`config.mk`:
```
export PLATFORM = sky130hd
export DESIGN_NAME = framed_link_receiver_unit
export DESIGN_NICKNAME = d
export VERILOG_FILES = /design/src/hw/rtl/flr_pkg.sv /design/src/hw/rtl/flr_front.sv /design/src/hw/rtl/flr_queue.sv /design/src/hw/rtl/flr_back.sv /design/src/hw/rtl/framed_link_receiver_unit.sv
export SDC_FILE = /design/constraint.sdc
export NUM_CORES = 1
export LEC_CHECK = 0
export BUFFER_PORTS_ARGS = -buffer_cell sky130_fd_sc_hd__buf_2
export CAP_MARGIN = 25
export CORE_MARGIN = 1
export CORE_UTILIZATION = 30
export CTS_CLUSTER_DIAMETER = 120
export CTS_CLUSTER_SIZE = 28
export DETAILED_ROUTE_END_ITERATION = 10
export PLACE_DENSITY = 0.44
export SYNTH_ARGS = -nofsm -noshare
export SYNTH_HDL_FRONTEND = slang
export SYNTH_SLANG_ARGS = --single-unit
export TNS_END_PERCENT = 100
```
`constraint.sdc`:
```
create_clock -name clk_i -period 2.55 [get_ports clk_i]
set_input_delay 0.255 -clock clk_i [delete_from_list [all_inputs] [get_ports clk_i]]
set_output_delay 0.255 -clock clk_i [all_outputs]
set_load 0.02 [all_outputs]
```
`src/hw/rtl/flr_pkg.sv`:
```
// ----------------------------------------------------------------------------
// flr_pkg
// Shared types, byte codes and the header decode for the framed link receiver.
// ----------------------------------------------------------------------------
package flr_pkg;

  localparam logic [7:0] FLAG_BYTE = 8'h7E;
  localparam logic [7:0] ESC_BYTE  = 8'h7D;
  localparam logic [7:0] ESC_XOR   = 8'h20;

  localparam logic [7:0] ADDR_CMD  = 8'h03;
  localparam logic [7:0] ADDR_RSP  = 8'h01;

  localparam logic [7:0] CTRL_INFO0 = 8'h00;
  localparam logic [7:0] CTRL_INFO1 = 8'h40;
  localparam logic [7:0] CTRL_SET   = 8'h03;
  localparam logic [7:0] CTRL_DISC  = 8'h0B;
  localparam logic [7:0] CTRL_UA    = 8'h07;
  localparam logic [7:0] CTRL_RR0   = 8'h05;
  localparam logic [7:0] CTRL_RR1   = 8'h85;
  localparam logic [7:0] CTRL_REJ0  = 8'h01;
  localparam logic [7:0] CTRL_REJ1  = 8'h81;

  localparam int unsigned QDEPTH = 2;           // power of two, pointers wrap
  localparam int unsigned QPW    = $clog2(QDEPTH);
  localparam int unsigned QCW    = $clog2(QDEPTH + 1);

  localparam int unsigned LEN_W  = 9;
  localparam int unsigned OUT_DW = 24;

  typedef enum logic [1:0] {
    CLS_DATA  = 2'd0,
    CLS_FLAG  = 2'd1,
    CLS_ESC   = 2'd2,
    CLS_ABORT = 2'd3
  } cls_e;

  typedef enum logic [2:0] {
    FT_INFO = 3'd0,
    FT_SET  = 3'd1,
    FT_DISC = 3'd2,
    FT_UA   = 3'd3,
    FT_RR   = 3'd4,
    FT_REJ  = 3'd5
  } frame_e;

  typedef enum logic [2:0] {
    PH_HUNT       = 3'd0,
    PH_HEADER     = 3'd1,
    PH_WAIT_CLOSE = 3'd2,
    PH_INFO       = 3'd3
  } phase_e;

  typedef enum logic [1:0] {
    ST_OK       = 2'd0,
    ST_BAD      = 2'd1,
    ST_OVERFLOW = 2'd2
  } status_e;

  typedef enum logic {
    ROLE_TX = 1'b0,
    ROLE_RX = 1'b1
  } role_e;

  typedef struct packed {
    cls_e       cls;
    logic [7:0] data;
  } item_t;

  typedef struct packed {
    logic             kind;
    logic [7:0]       data;
    frame_e           ftype;
    logic             seq;
    logic [LEN_W-1:0] len;
    status_e          status;
  } result_t;

  typedef struct packed {
    logic   ok;
    frame_e ftype;
    logic   seq;
  } hdr_t;

  function automatic hdr_t decode_header(role_e role, logic [7:0] a, logic [7:0] c);
    hdr_t h;
    h = '{ok: 1'b0, ftype: FT_INFO, seq: 1'b0};
    if (role == ROLE_TX) begin
      if (a == ADDR_CMD) begin
        case (c)
          CTRL_UA:   h = '{ok: 1'b1, ftype: FT_UA,  seq: 1'b0};
          CTRL_REJ0: h = '{ok: 1'b1, ftype: FT_REJ, seq: 1'b0};
          CTRL_REJ1: h = '{ok: 1'b1, ftype: FT_REJ, seq: 1'b1};
          CTRL_RR0:  h = '{ok: 1'b1, ftype: FT_RR,  seq: 1'b0};
          CTRL_RR1:  h = '{ok: 1'b1, ftype: FT_RR,  seq: 1'b1};
          default:   h.ok = 1'b0;
        endcase
      end else if (a == ADDR_RSP && c == CTRL_DISC) begin
        h = '{ok: 1'b1, ftype: FT_DISC, seq: 1'b0};
      end
    end else begin
      if (a == ADDR_CMD) begin
        case (c)
          CTRL_INFO0: h = '{ok: 1'b1, ftype: FT_INFO, seq: 1'b0};
          CTRL_INFO1: h = '{ok: 1'b1, ftype: FT_INFO, seq: 1'b1};
          CTRL_SET:   h = '{ok: 1'b1, ftype: FT_SET,  seq: 1'b0};
          CTRL_DISC:  h = '{ok: 1'b1, ftype: FT_DISC, seq: 1'b0};
          default:    h.ok = 1'b0;
        endcase
      end else if (a == ADDR_RSP && c == CTRL_UA) begin
        h = '{ok: 1'b1, ftype: FT_UA, seq: 1'b0};
      end
    end
    return h;
  endfunction

endpackage

```
`src/hw/rtl/flr_front.sv`:
```
// ----------------------------------------------------------------------------
// flr_front
// Input side: takes line transactions and tags each byte with its class.
// ----------------------------------------------------------------------------
module flr_front (
  input  logic          s_axis_tvalid_i,
  output logic          s_axis_tready_o,
  input  logic          s_axis_tuser_i,   // func
  input  logic [7:0]    s_axis_tdata_i,   // rx_byte
  input  logic          q_full_i,
  output logic          q_push_o,
  output flr_pkg::item_t q_item_o
);
  import flr_pkg::*;

  cls_e cls;

  always_comb begin
    if (s_axis_tuser_i) begin
      cls = CLS_ABORT;
    end else if (s_axis_tdata_i == FLAG_BYTE) begin
      cls = CLS_FLAG;
    end else if (s_axis_tdata_i == ESC_BYTE) begin
      cls = CLS_ESC;
    end else begin
      cls = CLS_DATA;
    end
  end

  assign s_axis_tready_o = !q_full_i;
  assign q_push_o        = s_axis_tvalid_i && !q_full_i;
  assign q_item_o        = '{cls: cls, data: s_axis_tdata_i};

endmodule

```
`src/hw/rtl/flr_queue.sv`:
```
// ----------------------------------------------------------------------------
// flr_queue
// Short FIFO of classified bytes between the front and the back.
// ----------------------------------------------------------------------------
module flr_queue (
  input  logic           clk_i,
  input  logic           rst_ni,
  input  logic           push_i,
  input  flr_pkg::item_t item_i,
  output logic           full_o,
  input  logic           pop_i,
  output logic           valid_o,
  output flr_pkg::item_t item_o
);
  import flr_pkg::*;

  item_t            mem_q [QDEPTH];
  logic [QPW-1:0]   wr_ptr_q, rd_ptr_q;
  logic [QCW-1:0]   count_q, count_d;
  logic             do_pop;

  assign full_o  = (count_q == QCW'(QDEPTH));
  assign valid_o = (count_q != '0);
  assign item_o  = mem_q[rd_ptr_q];
  assign do_pop  = pop_i && valid_o;

  always_comb begin
    count_d = count_q;
    if (push_i && !do_pop) begin
      count_d = count_q + 1'b1;
    end else if (!push_i && do_pop) begin
      count_d = count_q - 1'b1;
    end
  end

  always_ff @(posedge clk_i or negedge rst_ni) begin
    if (!rst_ni) begin
      wr_ptr_q <= '0;
      rd_ptr_q <= '0;
      count_q  <= '0;
    end else begin
      count_q <= count_d;
      if (push_i) begin
        wr_ptr_q <= wr_ptr_q + 1'b1;
      end
      if (do_pop) begin
        rd_ptr_q <= rd_ptr_q + 1'b1;
      end
    end
  end

  always_ff @(posedge clk_i) begin
    if (push_i) begin
      mem_q[wr_ptr_q] <= item_i;
    end
  end

endmodule

```
`src/hw/rtl/flr_back.sv`:
```
// ----------------------------------------------------------------------------
// flr_back
// Frame state machine: header check, destuffing, BCC2 and the result register.
// ----------------------------------------------------------------------------
module flr_back #(
  parameter int unsigned MAX_PAYLOAD = 256
) (
  input  logic             clk_i,
  input  logic             rst_ni,
  input  flr_pkg::role_e   role_i,
  input  logic             q_valid_i,
  input  flr_pkg::item_t   q_item_i,
  output logic             q_pop_o,
  output logic             res_valid_o,
  input  logic             res_ready_i,
  output flr_pkg::result_t res_o
);
  import flr_pkg::*;

  localparam int unsigned CW = $clog2(MAX_PAYLOAD + 1);

  phase_e         phase_q, phase_d;
  logic [1:0]     hc_q, hc_d;
  logic [7:0]     addr_q, addr_d, ctrl_q, ctrl_d;
  frame_e         type_q, type_d;
  logic           seq_q, seq_d;
  logic           esc_q, esc_d;
  logic [7:0]     held_q, held_d;
  logic           hv_q, hv_d;
  logic [7:0]     xor_q, xor_d;
  logic [CW-1:0]  cnt_q, cnt_d;

  logic           out_valid_q;
  result_t        out_q;

  logic           take;
  logic           emit;
  result_t        res;
  logic           hunt;
  phase_e         hunt_phase;
  logic           push_en;
  logic [7:0]     push_byte;
  hdr_t           hdr;
  logic [CW+LEN_W-1:0] cnt_ext;
  logic [LEN_W-1:0]    cnt_len;
  logic [7:0]     b;

  assign take    = q_valid_i && (!out_valid_q || res_ready_i);
  assign q_pop_o = take;
  assign hdr     = decode_header(role_i, addr_q, ctrl_q);
  assign cnt_ext = {{LEN_W{1'b0}}, cnt_q};
  assign cnt_len = cnt_ext[LEN_W-1:0];
  assign b       = q_item_i.data;

  always_comb begin
    phase_d    = phase_q;
    hc_d       = hc_q;
    addr_d     = addr_q;
    ctrl_d     = ctrl_q;
    type_d     = type_q;
    seq_d      = seq_q;
    esc_d      = esc_q;
    held_d     = held_q;
    hv_d       = hv_q;
    xor_d      = xor_q;
    cnt_d      = cnt_q;
    emit       = 1'b0;
    res        = '0;
    hunt       = 1'b0;
    hunt_phase = PH_HUNT;
    push_en    = 1'b0;
    push_byte  = b;

    if (take) begin
      if (q_item_i.cls == CLS_ABORT) begin
        hunt = 1'b1;
      end else begin
        case (phase_q)
          PH_HUNT: begin
            if (q_item_i.cls == CLS_FLAG) begin
              phase_d = PH_HEADER;
              hc_d    = 2'd0;
            end
          end
          PH_HEADER: begin
            if (q_item_i.cls == CLS_FLAG) begin
              hc_d = 2'd0;
            end else if (hc_q == 2'd0) begin
              addr_d = b;
              hc_d   = 2'd1;
            end else if (hc_q == 2'd1) begin
              ctrl_d = b;
              hc_d   = 2'd2;
            end else begin
              hc_d = 2'd0;
              if (b == (addr_q ^ ctrl_q) && hdr.ok) begin
                type_d = hdr.ftype;
                seq_d  = hdr.seq;
                if (hdr.ftype == FT_INFO) begin
                  hunt       = 1'b1;
                  hunt_phase = PH_INFO;
                end else begin
                  phase_d = PH_WAIT_CLOSE;
                end
              end else begin
                hunt = 1'b1;
              end
            end
          end
          PH_WAIT_CLOSE: begin
            hunt = 1'b1;
            if (q_item_i.cls == CLS_FLAG) begin
              emit       = 1'b1;
              res.kind   = 1'b1;
              res.ftype  = type_q;
              res.seq    = seq_q;
              res.status = ST_OK;
              hunt_phase = PH_HEADER;
            end
          end
          PH_INFO: begin
            if (q_item_i.cls == CLS_FLAG) begin
              emit       = 1'b1;
              res.kind   = 1'b1;
              res.ftype  = FT_INFO;
              res.seq    = seq_q;
              if (hv_q) begin
                res.len    = cnt_len;
                res.status = (xor_q == held_q) ? ST_OK : ST_BAD;
              end else begin
                res.status = ST_BAD;
              end
              hunt       = 1'b1;
              hunt_phase = PH_HEADER;
            end else if (esc_q) begin
              esc_d     = 1'b0;
              push_en   = 1'b1;
              push_byte = b ^ ESC_XOR;
            end else if (q_item_i.cls == CLS_ESC) begin
              esc_d = 1'b1;
            end else begin
              push_en = 1'b1;
            end
          end
          default: begin
            hunt = 1'b1;
          end
        endcase
      end
    end

    if (push_en) begin
      if (hv_q && cnt_q >= CW'(MAX_PAYLOAD)) begin
        emit       = 1'b1;
        res.kind   = 1'b1;
        res.ftype  = FT_INFO;
        res.seq    = seq_q;
        res.len    = cnt_len;
        res.status = ST_OVERFLOW;
        hunt       = 1'b1;
      end else begin
        if (hv_q) begin
          emit     = 1'b1;
          res.kind = 1'b0;
          res.data = held_q;
          xor_d    = xor_q ^ held_q;
          cnt_d    = cnt_q + 1'b1;
        end
        held_d = push_byte;
        hv_d   = 1'b1;
      end
    end

    if (hunt) begin
      phase_d = hunt_phase;
      hc_d    = 2'd0;
      esc_d   = 1'b0;
      held_d  = 8'h00;
      hv_d    = 1'b0;
      xor_d   = 8'h00;
      cnt_d   = '0;
    end
  end

  always_ff @(posedge clk_i or negedge rst_ni) begin
    if (!rst_ni) begin
      phase_q     <= PH_HUNT;
      hc_q        <= 2'd0;
      addr_q      <= 8'h00;
      ctrl_q      <= 8'h00;
      type_q      <= FT_INFO;
      seq_q       <= 1'b0;
      esc_q       <= 1'b0;
      held_q      <= 8'h00;
      hv_q        <= 1'b0;
      xor_q       <= 8'h00;
      cnt_q       <= '0;
      out_valid_q <= 1'b0;
    end else begin
      phase_q <= phase_d;
      hc_q    <= hc_d;
      addr_q  <= addr_d;
      ctrl_q  <= ctrl_d;
      type_q  <= type_d;
      seq_q   <= seq_d;
      esc_q   <= esc_d;
      held_q  <= held_d;
      hv_q    <= hv_d;
      xor_q   <= xor_d;
      cnt_q   <= cnt_d;
      if (take && emit) begin
        out_valid_q <= 1'b1;
      end else if (res_ready_i) begin
        out_valid_q <= 1'b0;
      end
    end
  end

  always_ff @(posedge clk_i) begin
    if (take && emit) begin
      out_q <= res;
    end
  end

  assign res_valid_o = out_valid_q;
  assign res_o       = out_q;

endmodule

```
`src/hw/rtl/framed_link_receiver_unit.sv`:
```
// ----------------------------------------------------------------------------
// framed_link_receiver_unit
// Byte-stuffed flag-delimited frame receiver with payload and report outputs.
// ----------------------------------------------------------------------------
// Takes one line byte (or a timeout abort) per cycle unless the queue is full
// and gives at most one result per byte: a destuffed payload byte, delayed by
// one payload byte so that the trailing BCC2 is never passed on, or a frame
// report at the closing flag or on overflow. Throughput is one byte per clock
// while the output is not stalled; each result passes the queue and an output
// register. A two-entry queue behind the input lets the line side keep going
// for two bytes while the output is stalled. The role register may be written
// only while no frame bytes are in flight.
module framed_link_receiver_unit #(
  parameter int unsigned MAX_PAYLOAD = 256
) (
  input  logic        clk_i,
  input  logic        rst_ni,
  input  logic        cfg_valid_i,
  output logic        cfg_ready_o,
  input  logic        cfg_data_i,       // role
  input  logic        s_axis_tvalid_i,
  output logic        s_axis_tready_o,
  input  logic [7:0]  s_axis_tdata_i,   // rx_byte
  input  logic        s_axis_tuser_i,   // func
  output logic        m_axis_tvalid_o,
  input  logic        m_axis_tready_i,
  output logic [23:0] m_axis_tdata_o,   // data_byte, frame_type, seq_bit,
                                        // payload_length, status, pad
  output logic        m_axis_tuser_o,   // out_kind
  output logic        m_axis_tlast_o    // last_of_step
);
  import flr_pkg::*;

  role_e   role_q;
  logic    q_push, q_full, q_pop, q_valid;
  item_t   q_in, q_out;
  result_t res;

  assign cfg_ready_o = 1'b1;

  always_ff @(posedge clk_i or negedge rst_ni) begin
    if (!rst_ni) begin
      role_q <= ROLE_TX;
    end else if (cfg_valid_i) begin
      role_q <= role_e'(cfg_data_i);
    end
  end

  flr_front u_front (
    .s_axis_tvalid_i (s_axis_tvalid_i),
    .s_axis_tready_o (s_axis_tready_o),
    .s_axis_tuser_i  (s_axis_tuser_i),
    .s_axis_tdata_i  (s_axis_tdata_i),
    .q_full_i        (q_full),
    .q_push_o        (q_push),
    .q_item_o        (q_in)
  );

  flr_queue u_queue (
    .clk_i   (clk_i),
    .rst_ni  (rst_ni),
    .push_i  (q_push),
    .item_i  (q_in),
    .full_o  (q_full),
    .pop_i   (q_pop),
    .valid_o (q_valid),
    .item_o  (q_out)
  );

  flr_back #(
    .MAX_PAYLOAD (MAX_PAYLOAD)
  ) u_back (
    .clk_i       (clk_i),
    .rst_ni      (rst_ni),
    .role_i      (role_q),
    .q_valid_i   (q_valid),
    .q_item_i    (q_out),
    .q_pop_o     (q_pop),
    .res_valid_o (m_axis_tvalid_o),
    .res_ready_i (m_axis_tready_i),
    .res_o       (res)
  );

  assign m_axis_tdata_o = {1'b0, res.status, res.len, res.seq, res.ftype, res.data};
  assign m_axis_tuser_o = res.kind;
  assign m_axis_tlast_o = 1'b1;

  a_report_no_data: assert property (@(posedge clk_i) disable iff (!rst_ni)
    m_axis_tvalid_o && m_axis_tuser_o |-> m_axis_tdata_o[7:0] == 8'h00)
    else $error("frame report carries a data byte");

  a_payload_clean: assert property (@(posedge clk_i) disable iff (!rst_ni)
    m_axis_tvalid_o && !m_axis_tuser_o |-> m_axis_tdata_o[23:8] == 16'h0000)
    else $error("payload byte carries report fields");

  a_status_code: assert property (@(posedge clk_i) disable iff (!rst_ni)
    m_axis_tvalid_o |-> m_axis_tdata_o[22:21] != 2'd3)
    else $error("illegal status code");

  a_q_not_underflow: assert property (@(posedge clk_i) disable iff (!rst_ni)
    q_pop |-> q_valid)
    else $error("back popped an empty queue");

endmodule

```
Word-level counts from Yosys, hierarchy flattened --
Memories as Yosys holds them, arrays and structs flattened. Cells that the tools add are included.
Storage, ports and cells: flip-flop bits (word level) 82, bits in writable memories 20, output and inout bits 29, word-level logic and storage cells 217, memories kept 1
Memory list:
- u_queue.mem_q | depth 2, width 10, rd ports 1, clocked after Yosys merged registers in 0, write ports 1, RTL line flr_queue.sv:17 | item_t mem_q [QDEPTH];
Operators by class: add/sub/neg operators 5, order comparisons 1, equality and inequality tests 31, muxes and demuxes 109, bitwise logic cells 9, reduce and logical (&&, ||, !) cells 39
Operators by type and width (number):
- $mux W8 | 8
- $mux W9 | 7
- $mux W15 | 3
- $mux W3 | 15
- $mux W1 | 41
- $mux W2 | 15
- $mux W6 | 5
- $mux W5 | 5
- $eq A8 B7 Y1 const B | 3
- $mux W24 | 1
- $pmux W4 S5 | 1
- $eq A8 B1 Y1 const B | 2
- $eq A8 B2 Y1 const B | 2
- $eq A8 B3 Y1 const B | 2
- $eq A8 B8 Y1 | 2
- $eq A8 B8 Y1 const B | 2
- $xor A8 B8 Y8 | 2
- $reduce_bool A2 Y1 | 7
- $mux W12 | 1
- $ne A3 B2 Y1 const B | 4
- $pmux W3 S2 | 2
- $logic_and A1 B1 Y1 | 10
- $add A9 B1 Y9 const B | 1
- $ge A9 B9 Y1 const B | 1
- 33 further kinds | 52

Depth between registers and ports, before layout --
depth after elaboration 18, depth in mapped cells 8, mapped depth without buffers 7

Cells and area by module --
Synthesis repeated with hierarchy kept, for this count alone.
Second synthesis, totals: cells, all modules 372, area total of the unflattened synthesis 4875.9 sq um
Modules (own cells, without submodules):
- flr_back | times used 1, cells each 303, area each 3764.9 sq um, sequential area each 2021.9 sq um
- flr_queue | times used 1, cells each 47, area each 925.9 sq um, sequential area each 700.7 sq um
- flr_front | times used 1, cells each 15, area each 115.1 sq um, sequential area each 0.0 sq um
- framed_link_receiver_unit | times used 1, cells each 7, area each 70.1 sq um, sequential area each 25.0 sq um

Worst setup path before layout --
OpenSTA, ideal clock, no wires.
kind register -> register, start point reg u_back.out_valid_q (netlist: u_back.res_valid_o), end point reg u_back.out_q, in the netlist u_back.res_o[0], enable pin, setup time 380 ps, data arrival time 1750 ps, data required time 2170 ps, slack 420 ps, stages on the path, launching flop included 5, buffers on the path 0, cell sequence dfrtp_1 > nand2b_1 > nand3_1 > and2b_1 > a21o_1
On the way: cells in the longest elaborated chain, start to end 8, elaborated cells on any way between the ends 9, those cells by class 5 x mux; 4 x reduce/logical
RTL lines:
- start, declared | RTL line flr_back.sv:33 | logic out_valid_q;
- start signal, assigned | RTL line flr_back.sv:198 | out_valid_q <= 1'b0;
- start signal, assigned | RTL line flr_back.sv:212 | out_valid_q <= 1'b1;
- start signal, assigned | RTL line flr_back.sv:214 | out_valid_q <= 1'b0;
- $logic_not A1 Y1 * | RTL line flr_back.sv:48 | assign take = q_valid_i && (!out_valid_q || res_ready_i);
- $logic_or A1 B1 Y1 * | RTL line flr_back.sv:48
- $logic_and A1 B1 Y1 * | RTL line flr_back.sv:48
- $mux W1 | RTL line flr_back.sv:74 | if (take) begin
- $mux W1 | RTL line flr_back.sv:162 | if (hv_q) begin
- $mux W1 | RTL line flr_back.sv:153 | if (hv_q && cnt_q >= CW'(MAX_PAYLOAD)) begin
- $mux W1 | RTL line flr_back.sv:152 | if (push_en) begin
- $logic_and A1 B1 Y1 * | RTL line flr_back.sv:220 | if (take && emit) begin
- end signal, assigned | RTL line flr_back.sv:221 | out_q <= res;
- end, declared | RTL line flr_back.sv:34 | result_t out_q;
Every way passes the cells marked *; elsewhere a longest branch is shown, timed or not. A chain may end at the register's enable or synchronous reset.

Worst setup path in the final report --
start point reg u_queue.rd_ptr_q, end point reg u_back.seq_q
On the way: cells in the longest elaborated chain, start to end 4, elaborated cells on any way between the ends 8, those cells by class 3 x eq/ne; 2 x bitwise; 2 x reduce/logical; 1 x memory
RTL lines:
- start, declared | RTL line flr_queue.sv:18 | logic [QPW-1:0] wr_ptr_q, rd_ptr_q;
- start signal, assigned | RTL line flr_queue.sv:47 | rd_ptr_q <= rd_ptr_q + 1'b1;
- $mem_v2 Z2 W10 *
- $eq A8 B8 Y1 (tied with other cells) | RTL line flr_back.sv:96 | if (b == (addr_q ^ ctrl_q) && hdr.ok) begin
- $logic_and A1 B1 Y1 / $not A1 Y1 (equally long branches)
- $reduce_and A7 Y1 (no source line) *
- end signal, assigned | RTL line flr_back.sv:205 | seq_q <= seq_d;
- end, declared | RTL line flr_back.sv:26 | logic seq_q, seq_d;
Marks and branches as above.

==> flow_summary_export.csv <==
group,metric,value,unit
critical_path,crit_required,2.78,ns
yosys,synth_area_leaders,"dfrtp_1 30%, edfxtp_1 28%, xnor2_1 6.5%",
global_route,grt.busiest_layer,"met2",
clock_tree,clock_path_buffers,2,
detailed_routing,postRouteAntennaNets,0,
critical_path,crit_path_start_kind,"register",
yosys,synthMuxAreaShare,0.0438,
yosys,syn_area,4740,sq um
clock_tree,cts.repair.resized,0,
detailed_routing,routedWlPerCell,14.3,um
sta,finalCritPeriodShare,0.882,
clock_tree,clock_latency,0.35,ns
detailed_routing,dr.pass1.iters,4,
final_layout,fin_cells,660,
critical_path,cp_max_fo,9,
final_layout,nets,461,
detailed_routing,vias,2963,
detailed_routing,drt-vias-per-instance,4.49,
placed_design,globalplace.congestion,0.762,
final_layout,utilization,0.361,
yosys,synth.distinct_cells,59,
sta,final-setup-viol-count,0,
clock_tree,cts.clk_slew.worst_paths,0.07,ns
placed_design,io_buffers,40,
sta,tightestPinTransition,0.765,ns
critical_path,critPathKind,"register to register",
global_route,global_route.usage.met2,0.203,
clock_tree,cts-root-buf,"clkbuf_16",
yosys,yosysWarningCount,0,
yosys,ys_ff_latch,101,
critical_path,slowest_stage,"dfrtp_1",
global_route,track_usage,0.129,
pwr,power.leakage,2.20,nW
sta,maxSlewViolCount,0,
hold_path,hp-class,"input pin to asynchronous set/reset pin",
final_layout,multi_input_area,1850,sq um
critical_path,cp-startpoint,"u_queue.rd_ptr_q",
final_layout,seqCellArea,2750,sq um
final_layout,fill_cells,1568,
yosys,synth_compound_area_frac,0.0829,
die,dieHeight,128,um
clock_tree,post_cts_buffers,0,
job,max_cap_viol_count,0,
yosys,synthCells,393,
sta,slew_headroom,0.490,
critical_path,max_stage_delay,0.45,ns
clock_tree,cts_buffers,9,
pwr,irDropWorstVdd,0.438,mV
sta,timing.hold.ws,0.0622,ns
global_route,grt_use_met3,0.0330,
sta,post-route-min-period,2.25,ns
detailed_routing,drt_iter0_drc,93,
critical_path,critPathTopFamily,"multiplexers",
critical_path,critPathArrivalTime,2.48,ns
sta,fmax,0.445,GHz
global_route,grt_max_degree,58,
clock_tree,h-tree-depth,3,
detailed_routing,drc,0,
sta,rsz0062_at_grt,"false",
yosys,async_flop_share,0.564,
yosys,synthAdderAreaFrac,0.00528,
global_route,antenna_found_initial,0,
die,die_area,16300,sq um
clock_tree,cts_tree,"yes",
final_layout,drive_gt1_frac,0.227,
critical_path,r2r_start,"u_queue.rd_ptr_q",
sta,hold_viol,0,
yosys,synthSimpleGateAreaFrac,0.168,
global_route,grt_first_pass_wirelength,15.8,mm
clock_tree,clock_sinks,101,
critical_path,path_buf_inv,1,
global_route,grt_overflow,0,
yosys,synth_top_family_by_area,"simple AND/OR/NAND/NOR gates",
run_status,status,"completed",
global_route,grt_util_met1,0.169,
sta,finalSetupTns,0,ns
critical_path,critPathCaptureType,"register",
yosys,synth_seq_area_share,0.580,
global_route,grt_pass1_vias,2959,
placed_design,place_hpwl,6.77,mm
yosys,synth_edf_count,44,
sta,worst_clock_skew,0.00651,ns
critical_path,crit_chain,"buf_4 -> mux2i_2 -> xnor2_1 -> nand4_1 -> nor2_4 -> nand3_4 -> mux2_4",
detailed_routing,wirelength,9.45,mm
clock_tree,hold_buffers,0,
yosys,synth_ff_type,"dfrtp_1",
final_layout,antenna_cells,0,
die,core_area,15300,sq um
pwr,power_density,950,nW/um^2
final_layout,area_growth_syn_to_layout,16.7,%
yosys,synth_top_area_frac,0.301,
die,io-pin-count,44,
yosys,synth-xor-area-share,0.0869,
yosys,synth_top_cell_by_area,"dfrtp_1",
die,start_util,0.309,
die,placementRows,45,
die,fp.dieW,128,um
yosys,avgSynthCellArea,12.1,sq um
placed_design,dp.cells,644,
worst paths after layout:
check / end / slack (ns) / cells after the start
max in group asynchronous: u_back.res_valid_o / 1.98 / 2
worst max-delay path: u_back.seq_q / 0.30 / 7
min in group clk_i: u_queue.mem_q[1][7] / 0.11 / 1
worst max register to register: u_back.seq_q / 0.30 / 7
worst min-delay path: u_back.ctrl_q[1] / 0.06 / 2
worst min register to register: u_queue.wr_ptr_q / 0.49 / 1
power breakdown:
part	total, mW	switching, mW	internal (mW)
logic	1.65	0.901	0.744
clock network	1.36	0.583	0.778
registers	2.25	0.290	1.96
layout make-up:
type / instances / area share
sequential: 101 / 0.497
multi-input combinational: 267 / 0.334
timing repair buffer: 55 / 0.0611
clock buffer: 14 / 0.0516
tap: 211 / 0.0477
inverter: 10 / 0.00679
clock inverter: 2 / 0.00249
registers in the layout (all words and copies together), names as in the netlist, 3 cells and up:
signal / cells
u_back.ctrl_q: 8
u_back.addr_q: 8
u_back.type_q: 3
u_back.cnt_len: 9
u_queue.mem_q: 20
u_back.xor_q: 8
u_back.res_o: 24
u_back.held_q: 8
per-layer routing:
layer  part of all wire  wire length (um)
met5                  0                 0
met4              0.017               158
met3              0.031               292
met2               0.46              4360
met1               0.49              4630
cell families (layout without fill, tap and decap cells):
kind of cell,Yosys count,after routing
other cells,2,3
simple gates,143,143
buf+inv,26,81
compound gates,55,55
flops,101,101
fa+ha+maj,2,2
xor+xnor,47,47
mux,17,17
layout by cell type (no fill, tap or decap), types with 3 or more instances in the layout:
| cell type | count |
|---|---|
| nand2_1 | 34 |
| o21ai_0 | 10 |
| nor2b_1 | 3 |
| nand4_1 | 7 |
| nor4_1 | 4 |
| nand2b_1 | 3 |
| a21oi_1 | 14 |
| dfrtp_1 | 57 |
| mux2_4 | 5 |
| a31oi_1 | 4 |
| nor3_1 | 3 |
| clkbuf_16 | 10 |
| inv_1 | 10 |
| and3_1 | 8 |
| buf_2 | 40 |
| and2_1 | 19 |
| a31o_2 | 3 |
| nor3b_1 | 3 |
| nand3_1 | 5 |
| nor2_1 | 36 |
| xor2_1 | 12 |
| xnor2_1 | 35 |
| mux2i_2 | 3 |
| conb_1 | 3 |
| mux2i_1 | 8 |
| buf_4 | 13 |
| o22ai_1 | 7 |
| or2_2 | 3 |
| edfxtp_1 | 44 |
stage by stage:
step           power, mW  instance area [sq um]  worst slack, ns
6_report            5.26                   5530            0.301
5_1_grt             5.61                   5530          0.00532
4_1_cts             5.36                   5530            0.238
3_5_place_dp        3.97                   5230            0.249
3_3_place_gp        3.94                   5230            0.275
2_1_floorplan       3.50                   4740            0.420
synth_stat cells (all sizes together), types with 2 or more instances:
cell,number
dfrtp,57
edfxtp,44
nor2,37
xnor2,35
nand2,34
and2,19
a21oi,17
buf,12
xor2,12
mux2i,11
inv,10
o21ai,10
and3,9
o22ai,8
nand3,7
nand4,7
mux2,6
nor4,6
a31oi,5
nor3,5
clkbuf,4
a31o,3
nand2b,3
nor2b,3
nor3b,3
or2,3
a21o,2
conb,2
ha,2
nor4b,2
o31ai,2
or3,2
or4,2
(Power assumes the default switching activity.)
